==> src/sv/fbds_pkg.sv <==
// Shared widths, constants, datapath commands and status for the baud divider search.
package fbds_pkg;

  localparam int BaudW = 23;
  localparam int ClkW  = 27;
  localparam int DlW   = 16;
  localparam int NibW  = 4;
  localparam int DvdW  = 32;  // dividend and quotient width
  localparam int DvsW  = 28;  // divisor and remainder width
  localparam int CntW  = 5;   // one divider step per dividend bit

  localparam logic [ClkW-1:0] ClkReset = 27'd100000000;
  localparam logic [NibW-1:0] MulFirst = 4'd1;
  localparam logic [NibW-1:0] MulLast  = 4'd15;
  localparam logic [NibW-1:0] AddLast  = 4'd14;

  typedef enum logic [3:0] {
    OP_NONE,
    OP_LOAD,       // capture baud, reset best and candidate
    OP_DIV_BASE,   // clock / (16 * baud)
    OP_BASE_DONE,  // take truncated quotient as default latch
    OP_PREP,       // mul * clock, baud * (add + mul)
    OP_DIV_LATCH,  // scaled clock / (baud * (add + mul))
    OP_LATCH,      // round and clamp divisor latch
    OP_DIV_RATE,   // clock * mul / (dl * (add + mul) * 8)
    OP_CMP,        // error compare, step to next candidate
    OP_OUT         // load output word
  } op_e;

  typedef struct packed {
    op_e op;
  } cmd_t;

  typedef struct packed {
    logic baud_zero;
    logic div_done;
    logic rem_nz;
    logic last_cand;
  } sts_t;

endpackage

==> src/sv/fractional_baud_divider_search.sv <==
// Top level of the UART fractional baud divider search.
//
//  port group   dir   payload
//  s_axis       in    tdata[22:0] requested_baud
//  m_axis       out   tdata[15:0] divisor_latch, [19:16] multiplier_value, [23:20] add_value
//  cfg          in    cfg_wdata_i[26:0] peripheral_clock_hz, written when cfg_we_i
//
//  One word at a time. A shared 32-step serial divider sets the pace: an exact division
//  answers after the base division alone; otherwise 120 candidates follow, each with a
//  latch and a rate division. A zero baud answers without using the divider.
//  Reset loads the clock register with 100000000; no clearing pass.
//  A finished word waits in the output register; the next input word is taken meanwhile,
//  and the search stalls before its output only if that word has not been taken.
module fractional_baud_divider_search (
  input  logic                        clk_i,
  input  logic                        rst_ni,
  input  logic                        cfg_we_i,
  input  logic [fbds_pkg::ClkW-1:0]   cfg_wdata_i,     // peripheral_clock_hz
  input  logic                        s_axis_tvalid_i,
  output logic                        s_axis_tready_o,
  input  logic [23:0]                 s_axis_tdata_i,  // requested_baud[22:0], pad
  output logic                        m_axis_tvalid_o,
  input  logic                        m_axis_tready_i,
  output logic [23:0]                 m_axis_tdata_o   // divisor_latch, multiplier, add
);

  fbds_pkg::cmd_t             cmd;
  fbds_pkg::sts_t             sts;
  logic [fbds_pkg::DlW-1:0]   dl;
  logic [fbds_pkg::NibW-1:0]  mul, add;

  fbds_ctrl u_ctrl (
    .clk_i       (clk_i),
    .rst_ni      (rst_ni),
    .in_valid_i  (s_axis_tvalid_i),
    .in_ready_o  (s_axis_tready_o),
    .out_valid_o (m_axis_tvalid_o),
    .out_ready_i (m_axis_tready_i),
    .sts_i       (sts),
    .cmd_o       (cmd)
  );

  fbds_datapath u_dp (
    .clk_i       (clk_i),
    .rst_ni      (rst_ni),
    .cfg_we_i    (cfg_we_i),
    .cfg_wdata_i (cfg_wdata_i),
    .baud_i      (s_axis_tdata_i[fbds_pkg::BaudW-1:0]),
    .cmd_i       (cmd),
    .sts_o       (sts),
    .dl_o        (dl),
    .mul_o       (mul),
    .add_o       (add)
  );

  assign m_axis_tdata_o = {add, mul, dl};

endmodule

==> src/sv/fbds_div.sv <==
// Restoring serial divider, one quotient bit per cycle.
module fbds_div (
  input  logic                       clk_i,
  input  logic                       rst_ni,
  input  logic                       start_i,
  input  logic [fbds_pkg::DvdW-1:0]  dividend_i,
  input  logic [fbds_pkg::DvsW-1:0]  divisor_i,
  output logic [fbds_pkg::DvdW-1:0]  quo_o,
  output logic [fbds_pkg::DvsW-1:0]  rem_o,
  output logic                       done_o
);

  logic                      busy_q, busy_d;
  logic                      done_q, done_d;
  logic [fbds_pkg::CntW-1:0] cnt_q, cnt_d;
  logic [fbds_pkg::DvdW-1:0] quo_q, quo_d;
  logic [fbds_pkg::DvsW-1:0] rem_q, rem_d;
  logic [fbds_pkg::DvsW-1:0] dvs_q, dvs_d;
  logic [fbds_pkg::DvsW:0]   partial;
  logic [fbds_pkg::DvsW+1:0] diff;

  assign partial = {rem_q, quo_q[fbds_pkg::DvdW-1]};
  assign diff    = {1'b0, partial} - {2'b00, dvs_q};

  always_comb begin
    busy_d = busy_q;
    done_d = 1'b0;
    cnt_d  = cnt_q;
    quo_d  = quo_q;
    rem_d  = rem_q;
    dvs_d  = dvs_q;
    if (start_i) begin
      busy_d = 1'b1;
      cnt_d  = '1;
      quo_d  = dividend_i;
      rem_d  = '0;
      dvs_d  = divisor_i;
    end else if (busy_q) begin
      // partial < 2 * divisor, so a failed subtract leaves it in DvsW bits
      if (!diff[fbds_pkg::DvsW+1]) begin
        rem_d = diff[fbds_pkg::DvsW-1:0];
        quo_d = {quo_q[fbds_pkg::DvdW-2:0], 1'b1};
      end else begin
        rem_d = partial[fbds_pkg::DvsW-1:0];
        quo_d = {quo_q[fbds_pkg::DvdW-2:0], 1'b0};
      end
      cnt_d = cnt_q - 1'b1;
      if (cnt_q == '0) begin
        busy_d = 1'b0;
        done_d = 1'b1;
      end
    end
  end

  always_ff @(posedge clk_i or negedge rst_ni) begin
    if (!rst_ni) begin
      busy_q <= 1'b0;
      done_q <= 1'b0;
      cnt_q  <= '0;
    end else begin
      busy_q <= busy_d;
      done_q <= done_d;
      cnt_q  <= cnt_d;
    end
  end

  always_ff @(posedge clk_i) begin
    quo_q <= quo_d;
    rem_q <= rem_d;
    dvs_q <= dvs_d;
  end

  assign quo_o  = quo_q;
  assign rem_o  = rem_q;
  assign done_o = done_q;

endmodule

==> src/sv/fbds_datapath.sv <==
// Datapath: clock register, candidate registers, multipliers, shared divider, best tracking.
module fbds_datapath (
  input  logic                        clk_i,
  input  logic                        rst_ni,
  input  logic                        cfg_we_i,
  input  logic [fbds_pkg::ClkW-1:0]   cfg_wdata_i,
  input  logic [fbds_pkg::BaudW-1:0]  baud_i,
  input  fbds_pkg::cmd_t              cmd_i,
  output fbds_pkg::sts_t              sts_o,
  output logic [fbds_pkg::DlW-1:0]    dl_o,
  output logic [fbds_pkg::NibW-1:0]   mul_o,
  output logic [fbds_pkg::NibW-1:0]   add_o
);

  logic [fbds_pkg::ClkW-1:0]  clk_q;
  logic [fbds_pkg::BaudW-1:0] baud_q;
  logic [fbds_pkg::NibW-1:0]  mul_q, mul_d;
  logic [fbds_pkg::NibW-1:0]  add_q, add_d;
  logic [30:0]                mc_q;
  logic [fbds_pkg::DvsW-1:0]  den_q;
  logic [fbds_pkg::DlW-1:0]   dl_q, dl_d;
  logic [fbds_pkg::BaudW-1:0] err_min_q;
  logic [fbds_pkg::DlW-1:0]   best_dl_q;
  logic [fbds_pkg::NibW-1:0]  best_mul_q, best_add_q;
  logic [fbds_pkg::DlW-1:0]   out_dl_q;
  logic [fbds_pkg::NibW-1:0]  out_mul_q, out_add_q;

  logic                       div_start, div_done;
  logic [fbds_pkg::DvdW-1:0]  div_dividend, div_quo;
  logic [fbds_pkg::DvsW-1:0]  div_divisor, div_rem;

  logic [fbds_pkg::NibW:0]    sum;
  logic [20:0]                dl_sum;
  logic [27:0]                lat_shift;
  logic [28:0]                lat_round;
  logic [fbds_pkg::DlW-1:0]   lat_raw;
  logic [fbds_pkg::DvdW:0]    rate_round;
  logic [fbds_pkg::DvdW-1:0]  rate, err;
  logic                       better;

  assign sum    = {1'b0, add_q} + {1'b0, mul_q};
  assign dl_sum = {5'd0, dl_q} * {16'd0, sum};

  always_comb begin
    div_start    = 1'b0;
    div_dividend = '0;
    div_divisor  = '0;
    unique case (cmd_i.op)
      fbds_pkg::OP_DIV_BASE: begin
        div_start    = 1'b1;
        div_dividend = {5'd0, clk_q};
        div_divisor  = {1'b0, baud_q, 4'd0};
      end
      fbds_pkg::OP_DIV_LATCH: begin
        div_start    = 1'b1;
        // bit 31 of 2*mul*clk picks 2x or 4x scaling
        div_dividend = mc_q[30] ? {mc_q, 1'b0} : {mc_q[29:0], 2'b00};
        div_divisor  = den_q;
      end
      fbds_pkg::OP_DIV_RATE: begin
        div_start    = 1'b1;
        div_dividend = {1'b0, mc_q};
        div_divisor  = {4'd0, dl_sum, 3'd0};
      end
      default: begin
      end
    endcase
  end

  fbds_div u_div (
    .clk_i      (clk_i),
    .rst_ni     (rst_ni),
    .start_i    (div_start),
    .dividend_i (div_dividend),
    .divisor_i  (div_divisor),
    .quo_o      (div_quo),
    .rem_o      (div_rem),
    .done_o     (div_done)
  );

  // divisor latch: round the scaled quotient, keep 16 bits, clamp
  always_comb begin
    lat_shift = mc_q[30] ? div_quo[31:4] : {1'b0, div_quo[31:5]};
    lat_round = ({1'b0, lat_shift} + 29'd1) >> 1;
    lat_raw   = lat_round[fbds_pkg::DlW-1:0];
    dl_d      = lat_raw;
    if (lat_raw == '0) begin
      dl_d = 16'd1;
    end
    if (add_q != '0 && dl_d < 16'd2) begin
      dl_d = 16'd2;
    end
  end

  assign rate_round = ({1'b0, div_quo} + 33'd1) >> 1;
  assign rate       = rate_round[fbds_pkg::DvdW-1:0];
  assign err        = (rate >= {9'd0, baud_q}) ? rate - {9'd0, baud_q}
                                               : {9'd0, baud_q} - rate;
  assign better     = err < {9'd0, err_min_q};

  always_comb begin
    mul_d = mul_q;
    add_d = add_q;
    if (add_q == mul_q - 1'b1) begin
      mul_d = mul_q + 1'b1;
      add_d = '0;
    end else begin
      add_d = add_q + 1'b1;
    end
  end

  always_ff @(posedge clk_i or negedge rst_ni) begin
    if (!rst_ni) begin
      clk_q <= fbds_pkg::ClkReset;
    end else if (cfg_we_i) begin
      clk_q <= cfg_wdata_i;
    end
  end

  always_ff @(posedge clk_i) begin
    unique case (cmd_i.op)
      fbds_pkg::OP_LOAD: begin
        baud_q     <= baud_i;
        err_min_q  <= baud_i;
        mul_q      <= fbds_pkg::MulFirst;
        add_q      <= '0;
        best_dl_q  <= '0;
        best_mul_q <= fbds_pkg::MulFirst;
        best_add_q <= '0;
      end
      fbds_pkg::OP_BASE_DONE: begin
        best_dl_q <= div_quo[fbds_pkg::DlW-1:0];
      end
      fbds_pkg::OP_PREP: begin
        mc_q  <= {27'd0, mul_q} * {4'd0, clk_q};
        den_q <= {5'd0, baud_q} * {23'd0, sum};
      end
      fbds_pkg::OP_LATCH: begin
        dl_q <= dl_d;
      end
      fbds_pkg::OP_CMP: begin
        if (better) begin
          err_min_q  <= err[fbds_pkg::BaudW-1:0];
          best_dl_q  <= dl_q;
          best_mul_q <= mul_q;
          best_add_q <= add_q;
        end
        mul_q <= mul_d;
        add_q <= add_d;
      end
      fbds_pkg::OP_OUT: begin
        out_dl_q  <= best_dl_q;
        out_mul_q <= best_mul_q;
        out_add_q <= best_add_q;
      end
      default: begin
      end
    endcase
  end

  assign sts_o.baud_zero = (baud_q == '0);
  assign sts_o.div_done  = div_done;
  assign sts_o.rem_nz    = (div_rem != '0);
  assign sts_o.last_cand = (mul_q == fbds_pkg::MulLast) && (add_q == fbds_pkg::AddLast);

  assign dl_o  = out_dl_q;
  assign mul_o = out_mul_q;
  assign add_o = out_add_q;

endmodule

==> src/sv/fbds_ctrl.sv <==
// Sequencer for the divider search plus the input and output handshakes.
module fbds_ctrl (
  input  logic           clk_i,
  input  logic           rst_ni,
  input  logic           in_valid_i,
  output logic           in_ready_o,
  output logic           out_valid_o,
  input  logic           out_ready_i,
  input  fbds_pkg::sts_t sts_i,
  output fbds_pkg::cmd_t cmd_o
);

  localparam logic [3:0] S_IDLE  = 4'd0;
  localparam logic [3:0] S_BGO   = 4'd1;
  localparam logic [3:0] S_BWAIT = 4'd2;
  localparam logic [3:0] S_PREP  = 4'd3;
  localparam logic [3:0] S_LGO   = 4'd4;
  localparam logic [3:0] S_LWAIT = 4'd5;
  localparam logic [3:0] S_RGO   = 4'd6;
  localparam logic [3:0] S_RWAIT = 4'd7;
  localparam logic [3:0] S_CMP   = 4'd8;
  localparam logic [3:0] S_OUT   = 4'd9;

  logic [3:0] state_q, state_d;
  logic       out_valid_q, out_valid_d;
  logic       out_free;

  assign in_ready_o = (state_q == S_IDLE);
  assign out_free   = !out_valid_q || out_ready_i;

  always_comb begin
    state_d    = state_q;
    cmd_o.op   = fbds_pkg::OP_NONE;
    unique case (state_q)
      S_IDLE: begin
        if (in_valid_i) begin
          cmd_o.op = fbds_pkg::OP_LOAD;
          state_d  = S_BGO;
        end
      end
      S_BGO: begin
        if (sts_i.baud_zero) begin
          state_d = S_OUT;
        end else begin
          cmd_o.op = fbds_pkg::OP_DIV_BASE;
          state_d  = S_BWAIT;
        end
      end
      S_BWAIT: begin
        if (sts_i.div_done) begin
          cmd_o.op = fbds_pkg::OP_BASE_DONE;
          state_d  = sts_i.rem_nz ? S_PREP : S_OUT;
        end
      end
      S_PREP: begin
        cmd_o.op = fbds_pkg::OP_PREP;
        state_d  = S_LGO;
      end
      S_LGO: begin
        cmd_o.op = fbds_pkg::OP_DIV_LATCH;
        state_d  = S_LWAIT;
      end
      S_LWAIT: begin
        if (sts_i.div_done) begin
          cmd_o.op = fbds_pkg::OP_LATCH;
          state_d  = S_RGO;
        end
      end
      S_RGO: begin
        cmd_o.op = fbds_pkg::OP_DIV_RATE;
        state_d  = S_RWAIT;
      end
      S_RWAIT: begin
        if (sts_i.div_done) begin
          state_d = S_CMP;
        end
      end
      S_CMP: begin
        cmd_o.op = fbds_pkg::OP_CMP;
        state_d  = sts_i.last_cand ? S_OUT : S_PREP;
      end
      S_OUT: begin
        if (out_free) begin
          cmd_o.op = fbds_pkg::OP_OUT;
          state_d  = S_IDLE;
        end
      end
      default: begin
        state_d = S_IDLE;
      end
    endcase
  end

  always_comb begin
    out_valid_d = out_valid_q;
    if (out_ready_i) begin
      out_valid_d = 1'b0;
    end
    if (cmd_o.op == fbds_pkg::OP_OUT) begin
      out_valid_d = 1'b1;
    end
  end

  always_ff @(posedge clk_i or negedge rst_ni) begin
    if (!rst_ni) begin
      state_q     <= S_IDLE;
      out_valid_q <= 1'b0;
    end else begin
      state_q     <= state_d;
      out_valid_q <= out_valid_d;
    end
  end

  assign out_valid_o = out_valid_q;

  a_no_done_idle: assert property (@(posedge clk_i) disable iff (!rst_ni)
    state_q == S_IDLE |-> !sts_i.div_done)
    else $error("divider finished while sequencer idle");

  a_one_in_flight: assert property (@(posedge clk_i) disable iff (!rst_ni)
    in_valid_i && in_ready_o |=> !in_ready_o)
    else $error("second word taken while search running");

  a_out_no_clobber: assert property (@(posedge clk_i) disable iff (!rst_ni)
    out_valid_q && !out_ready_i |-> cmd_o.op != fbds_pkg::OP_OUT)
    else $error("output word overwritten before taken");

  a_valid_from_out: assert property (@(posedge clk_i) disable iff (!rst_ni)
    $rose(out_valid_q) |-> $past(state_q) == S_OUT)
    else $error("result valid raised outside output state");

endmodule

==> config.mk <==
export PLATFORM = sky130hd
export DESIGN_NAME = fractional_baud_divider_search
export DESIGN_NICKNAME = d
export VERILOG_FILES = /design/src/sv/fbds_pkg.sv /design/src/sv/fractional_baud_divider_search.sv /design/src/sv/fbds_div.sv /design/src/sv/fbds_datapath.sv /design/src/sv/fbds_ctrl.sv
export SDC_FILE = /design/constraint.sdc
export NUM_CORES = 1
export LEC_CHECK = 0
export BUFFER_PORTS_ARGS = -buffer_cell sky130_fd_sc_hd__buf_2
export CAP_MARGIN = 20
export CORE_UTILIZATION = 40
export CTS_CLUSTER_DIAMETER = 30
export DETAILED_ROUTE_END_ITERATION = 8
export PLACE_DENSITY = 0.59
export SLEW_MARGIN = 40
export SYNTH_ARGS = -nofsm -noshare
export SYNTH_HDL_FRONTEND = slang
export SYNTH_SLANG_ARGS = --single-unit
==> constraint.sdc <==
create_clock -name clk_i -period 10.91 [get_ports clk_i]
set_input_delay 0.5455 -clock clk_i [delete_from_list [all_inputs] [get_ports clk_i]]
set_output_delay 0.5455 -clock clk_i [all_outputs]
set_load 0.02 [all_outputs]
==> results.py <==
metrics = {
    "run_status": {
        "outcome": "completed",
    },
    "cells_and_area": {
        "multi_input_area_mm2": 0.0170,
        "layout-drive-gt1-share": 0.105,
        "final_common_cell": "nand2_1",
        "regArea_mm2": 0.00867,
        "nNetsFinal": 3459,
        "final_cell_mix": "nand2_1 (371), inv_1 (311), edfxtp_1 (237), ha_1 (209), a21oi_1 (194)",
        "fill_cells": 6399,
        "final_area_mm2": 0.0314,
        "areaGrowthSynthToFinish_pct": 14.8,
    },
    "pwr": {
        "irDropWorstVdd_v": 0.000212,
        "clkPwrFrac": 0.567,
        "internal_power_w": 0.00322,
        "power.total_w": 0.00431,
        "power_leakage_nw": 14.2,
        "seqPwrFrac": 0.305,
        "p_comb_frac": 0.127,
        "power_switching_w": 0.00109,
        "swShare": 0.253,
        "pwr_density_cell_mw_per_mm2": 137,
    },
    "global_routing": {
        "grt_pass1_wl_um": 119000,
        "grt.overflow.total": 0,
        "grtUsageTotal": 0.217,
        "grt_max_degree": 64,
        "antenna_found_initial": 5,
        "grt_pass1_vias": 22100,
    },
    "detailed_routing": {
        "first_iter_violations": 1432,
        "vias": 22000,
        "drc": 0,
        "routed_wl_um": 75400,
        "avgViaCountPerCell": 5.54,
        "antenna_left": 0,
        "route.met2.wl_um": 35700,
        "maxUsedRoutingLayer": "met4",
        "dr.pass1.iters": 5,
        "wl_per_cell_um": 19.0,
        "route.met3.wl_um": 3910,
        "m1WireLength_um": 32700,
    },
    "synth": {
        "ys_types": 84,
        "synth_fp_nets": 3411,
        "ys_ff_latch": 304,
        "ys_seq_area_frac": 0.316,
        "synth_edf_count": 237,
        "async_reset_ff_frac": 0.128,
        "yosys_warnings": 0,
        "netlist_area_mm2": 0.0274,
        "synth_flop_cell": "edfxtp_1",
        "synth.avg_cell_area_um2": 9.17,
        "syn-instance-count": 2987,
    },
    "sta": {
        "setup_tns_ns": 0,
        "fmax_mhz": 123,
        "post-route-period-util": 0.744,
        "final_hold_viol_count": 0,
        "drv_slew": 0,
        "fin_crit_ns": 8.12,
        "fin_skew_ns": 0.0577,
        "tightest_slew_ns": 0.873,
        "slew_headroom": 0.417,
        "rsz0062_at_grt": "no",
        "setup_violations": 0,
        "worst_slack_ns": 2.79,
    },
    "setup_path": {
        "crit_required_ns": 11.22,
        "startpoint_type": "flop",
        "crit_arrival_ns": 8.42,
        "crit_path_top_delay_cell": "nor3_2",
        "critPathMaxStageDelay_ns": 0.62,
        "critical_path_class": "flop to flop",
        "cp-end-kind": "flop",
        "cp_max_fo": 11,
        "reg2reg_depth": 25,
    },
    "job": {
        "drv_cap": 0,
    },
    "clocking": {
        "clockBufferDepth": 3,
        "cts_buffers": 80,
        "cts_sinks": 304,
        "cts_root_buf": "clkbuf_16",
        "post_cts_buffers": 0,
        "clkLatencyLatePin_ns": 0.64,
        "cts_tree": "done",
        "clkSlewWorstSetupHoldPaths_ns": 0.05,
        "htreeDepth": 3,
    },
    "placement": {
        "dp_hpwl_um": 56800,
        "postPlaceCellArea_mm2": 0.0286,
        "pre_cts_ws_ns": 2.48,
        "portBuffers": 80,
        "gp_congestion": 0.885,
    },
    "floorplanning": {
        "num_rows": 95,
        "dieHeight_um": 264,
        "top_level_ports": 82,
        "dieArea_mm2": 0.0695,
        "start_util": 0.406,
        "die_w_um": 264,
        "core_region_area_mm2": 0.0675,
    },
    "hold_path": {
        "min_path_type": "primary input to flop",
        "hold_path_depth": 1,
    },
}
==> critical path, delay by kind of cell (launching register included) <==
kind,cells,cell delay [ns]
AO/OA/AOI/OAI,8,2.04
flip-flops,1,0.49
XOR/XNOR,2,0.49
buffers and inverters,2,0.56
AND/OR/NAND/NOR,9,2.95
adder cells (fa/ha/maj),3,0.91
multiplexers,1,0.33
==> final timing paths <==
| kind | end | startpoint | slack (ns) |
|---|---|---|---|
| max | u_dp.best_dl_q[6] | u_dp.u_div.quo_o[1] | 2.79 |
| min | u_dp.baud_q[17] | s_axis_tdata_i[17] | 0.09 |
| max reg2reg | u_dp.best_dl_q[6] | u_dp.u_div.quo_o[1] | 2.79 |
| min reg2reg | u_dp.dl_o[10] | u_dp.best_dl_q[10] | 0.42 |
| max in group asynchronous | u_dp.u_div.cnt_q[1] | rst_ni | 9.89 |
| min in group asynchronous | u_dp.clk_q[17] | rst_ni | 0.55 |
==> metrics by stage <==
step                utilization  hold slack, ns  instances
floorplan                     -           0.250       2987
global placement          0.423           0.403       3823
detailed placement        0.423           0.406       3824
CTS                       0.465          0.0550       3971
global route              0.466          0.0630       3972
finish                    0.466          0.0921       3973
==> registers in the layout, summed over array words and instances (netlist names), 5 cells and up <==
signal	flops
u_dp.dl_o	16
u_dp.den_q	28
u_dp.dl_q	16
u_dp.u_div.cnt_q	5
u_dp.baud_q	23
u_dp.u_div.quo_o	32
u_dp.u_div.dvs_q	28
u_dp.best_dl_q	16
u_dp.clk_q	27
u_dp.err_min_q	23
u_dp.u_div.rem_o	28
u_dp.mc_q	31
==> cells by family after synthesis <==
logic type               Yosys count  synth area share
AND/OR/NAND/NOR                 1001             0.179
multiplexers                      96            0.0374
adder cells (fa/ha/maj)          368             0.212
flip-flops                       304             0.316
XOR/XNOR                         154            0.0492
AO/OA/AOI/OAI                    606             0.142
buffers and inverters            458            0.0643
==> Yosys cell counts, drive strengths merged, types with 6 or more instances <==
master | number | area (µm²)
nand2 | 372 | 1400
inv | 313 | 1170
edfxtp | 237 | 7120
ha | 209 | 2620
a21oi | 195 | 980
fa | 159 | 3180
and2 | 151 | 945
nor2 | 148 | 556
o21ai | 129 | 646
clkbuf | 123 | 462
xnor2 | 102 | 893
nand3 | 98 | 500
a21o | 54 | 405
xor2 | 52 | 455
mux2i | 51 | 510
mux2 | 45 | 514
nor3 | 33 | 170
and3 | 32 | 200
nand2b | 31 | 194
nand4 | 29 | 181
dfxtp | 28 | 561
nor2b | 28 | 175
nor4 | 28 | 175
dfrtp | 27 | 676
o21a | 26 | 195
a211oi | 22 | 165
o21bai | 21 | 158
buf | 20 | 116
a22o | 17 | 149
o211ai | 17 | 128
and4 | 13 | 114
a22oi | 12 | 90.1
a31oi | 12 | 75.1
dfstp | 12 | 315
or4 | 9 | 71.3
nor3b | 8 | 60.1
nand3b | 7 | 52.6
o22ai | 7 | 43.8
o31a | 7 | 61.3
o31ai | 7 | 52.6
a21boi | 6 | 45.0
a221oi | 6 | 52.6
or3 | 6 | 37.5
==> timing repair <==
action                     CTS  global route
hold endpoints to repair     2             0
resized for setup            0             0
hold buffers                 1             0
setup endpoints to repair    0             0
==> power groups by stage <==
stage / registers [W] / clock network, W / logic [W]
2_1_floorplan: 0.00132 / 0 / 0.000439
3_3_place_gp: 0.00133 / 0 / 0.000530
3_5_place_dp: 0.00133 / 0 / 0.000545
4_1_cts: 0.00132 / 0.00249 / 0.000550
5_1_grt: 0.00132 / 0.00254 / 0.000630
6_report: 0.00131 / 0.00244 / 0.000548
==> routing by layer <==
layer | GRT usage | vias to the layer above
met3 | 0.0392 | 153
met1 | 0.273 | 10900
li1 | - | 10400
met4 | 0.0977 | 0
met5 | 0 | -
met2 | 0.363 | 559
==> layout make-up <==
class / count / area share
antenna: 1 / 0.0000796
clock buffer: 100 / 0.0667
clock inverter: 46 / 0.0235
inverter: 315 / 0.0376
multi-input combinational: 2225 / 0.542
sequential: 304 / 0.276
tap: 873 / 0.0347
timing repair buffer: 109 / 0.0199
Note: power is estimated with default switching activity, not from simulation.
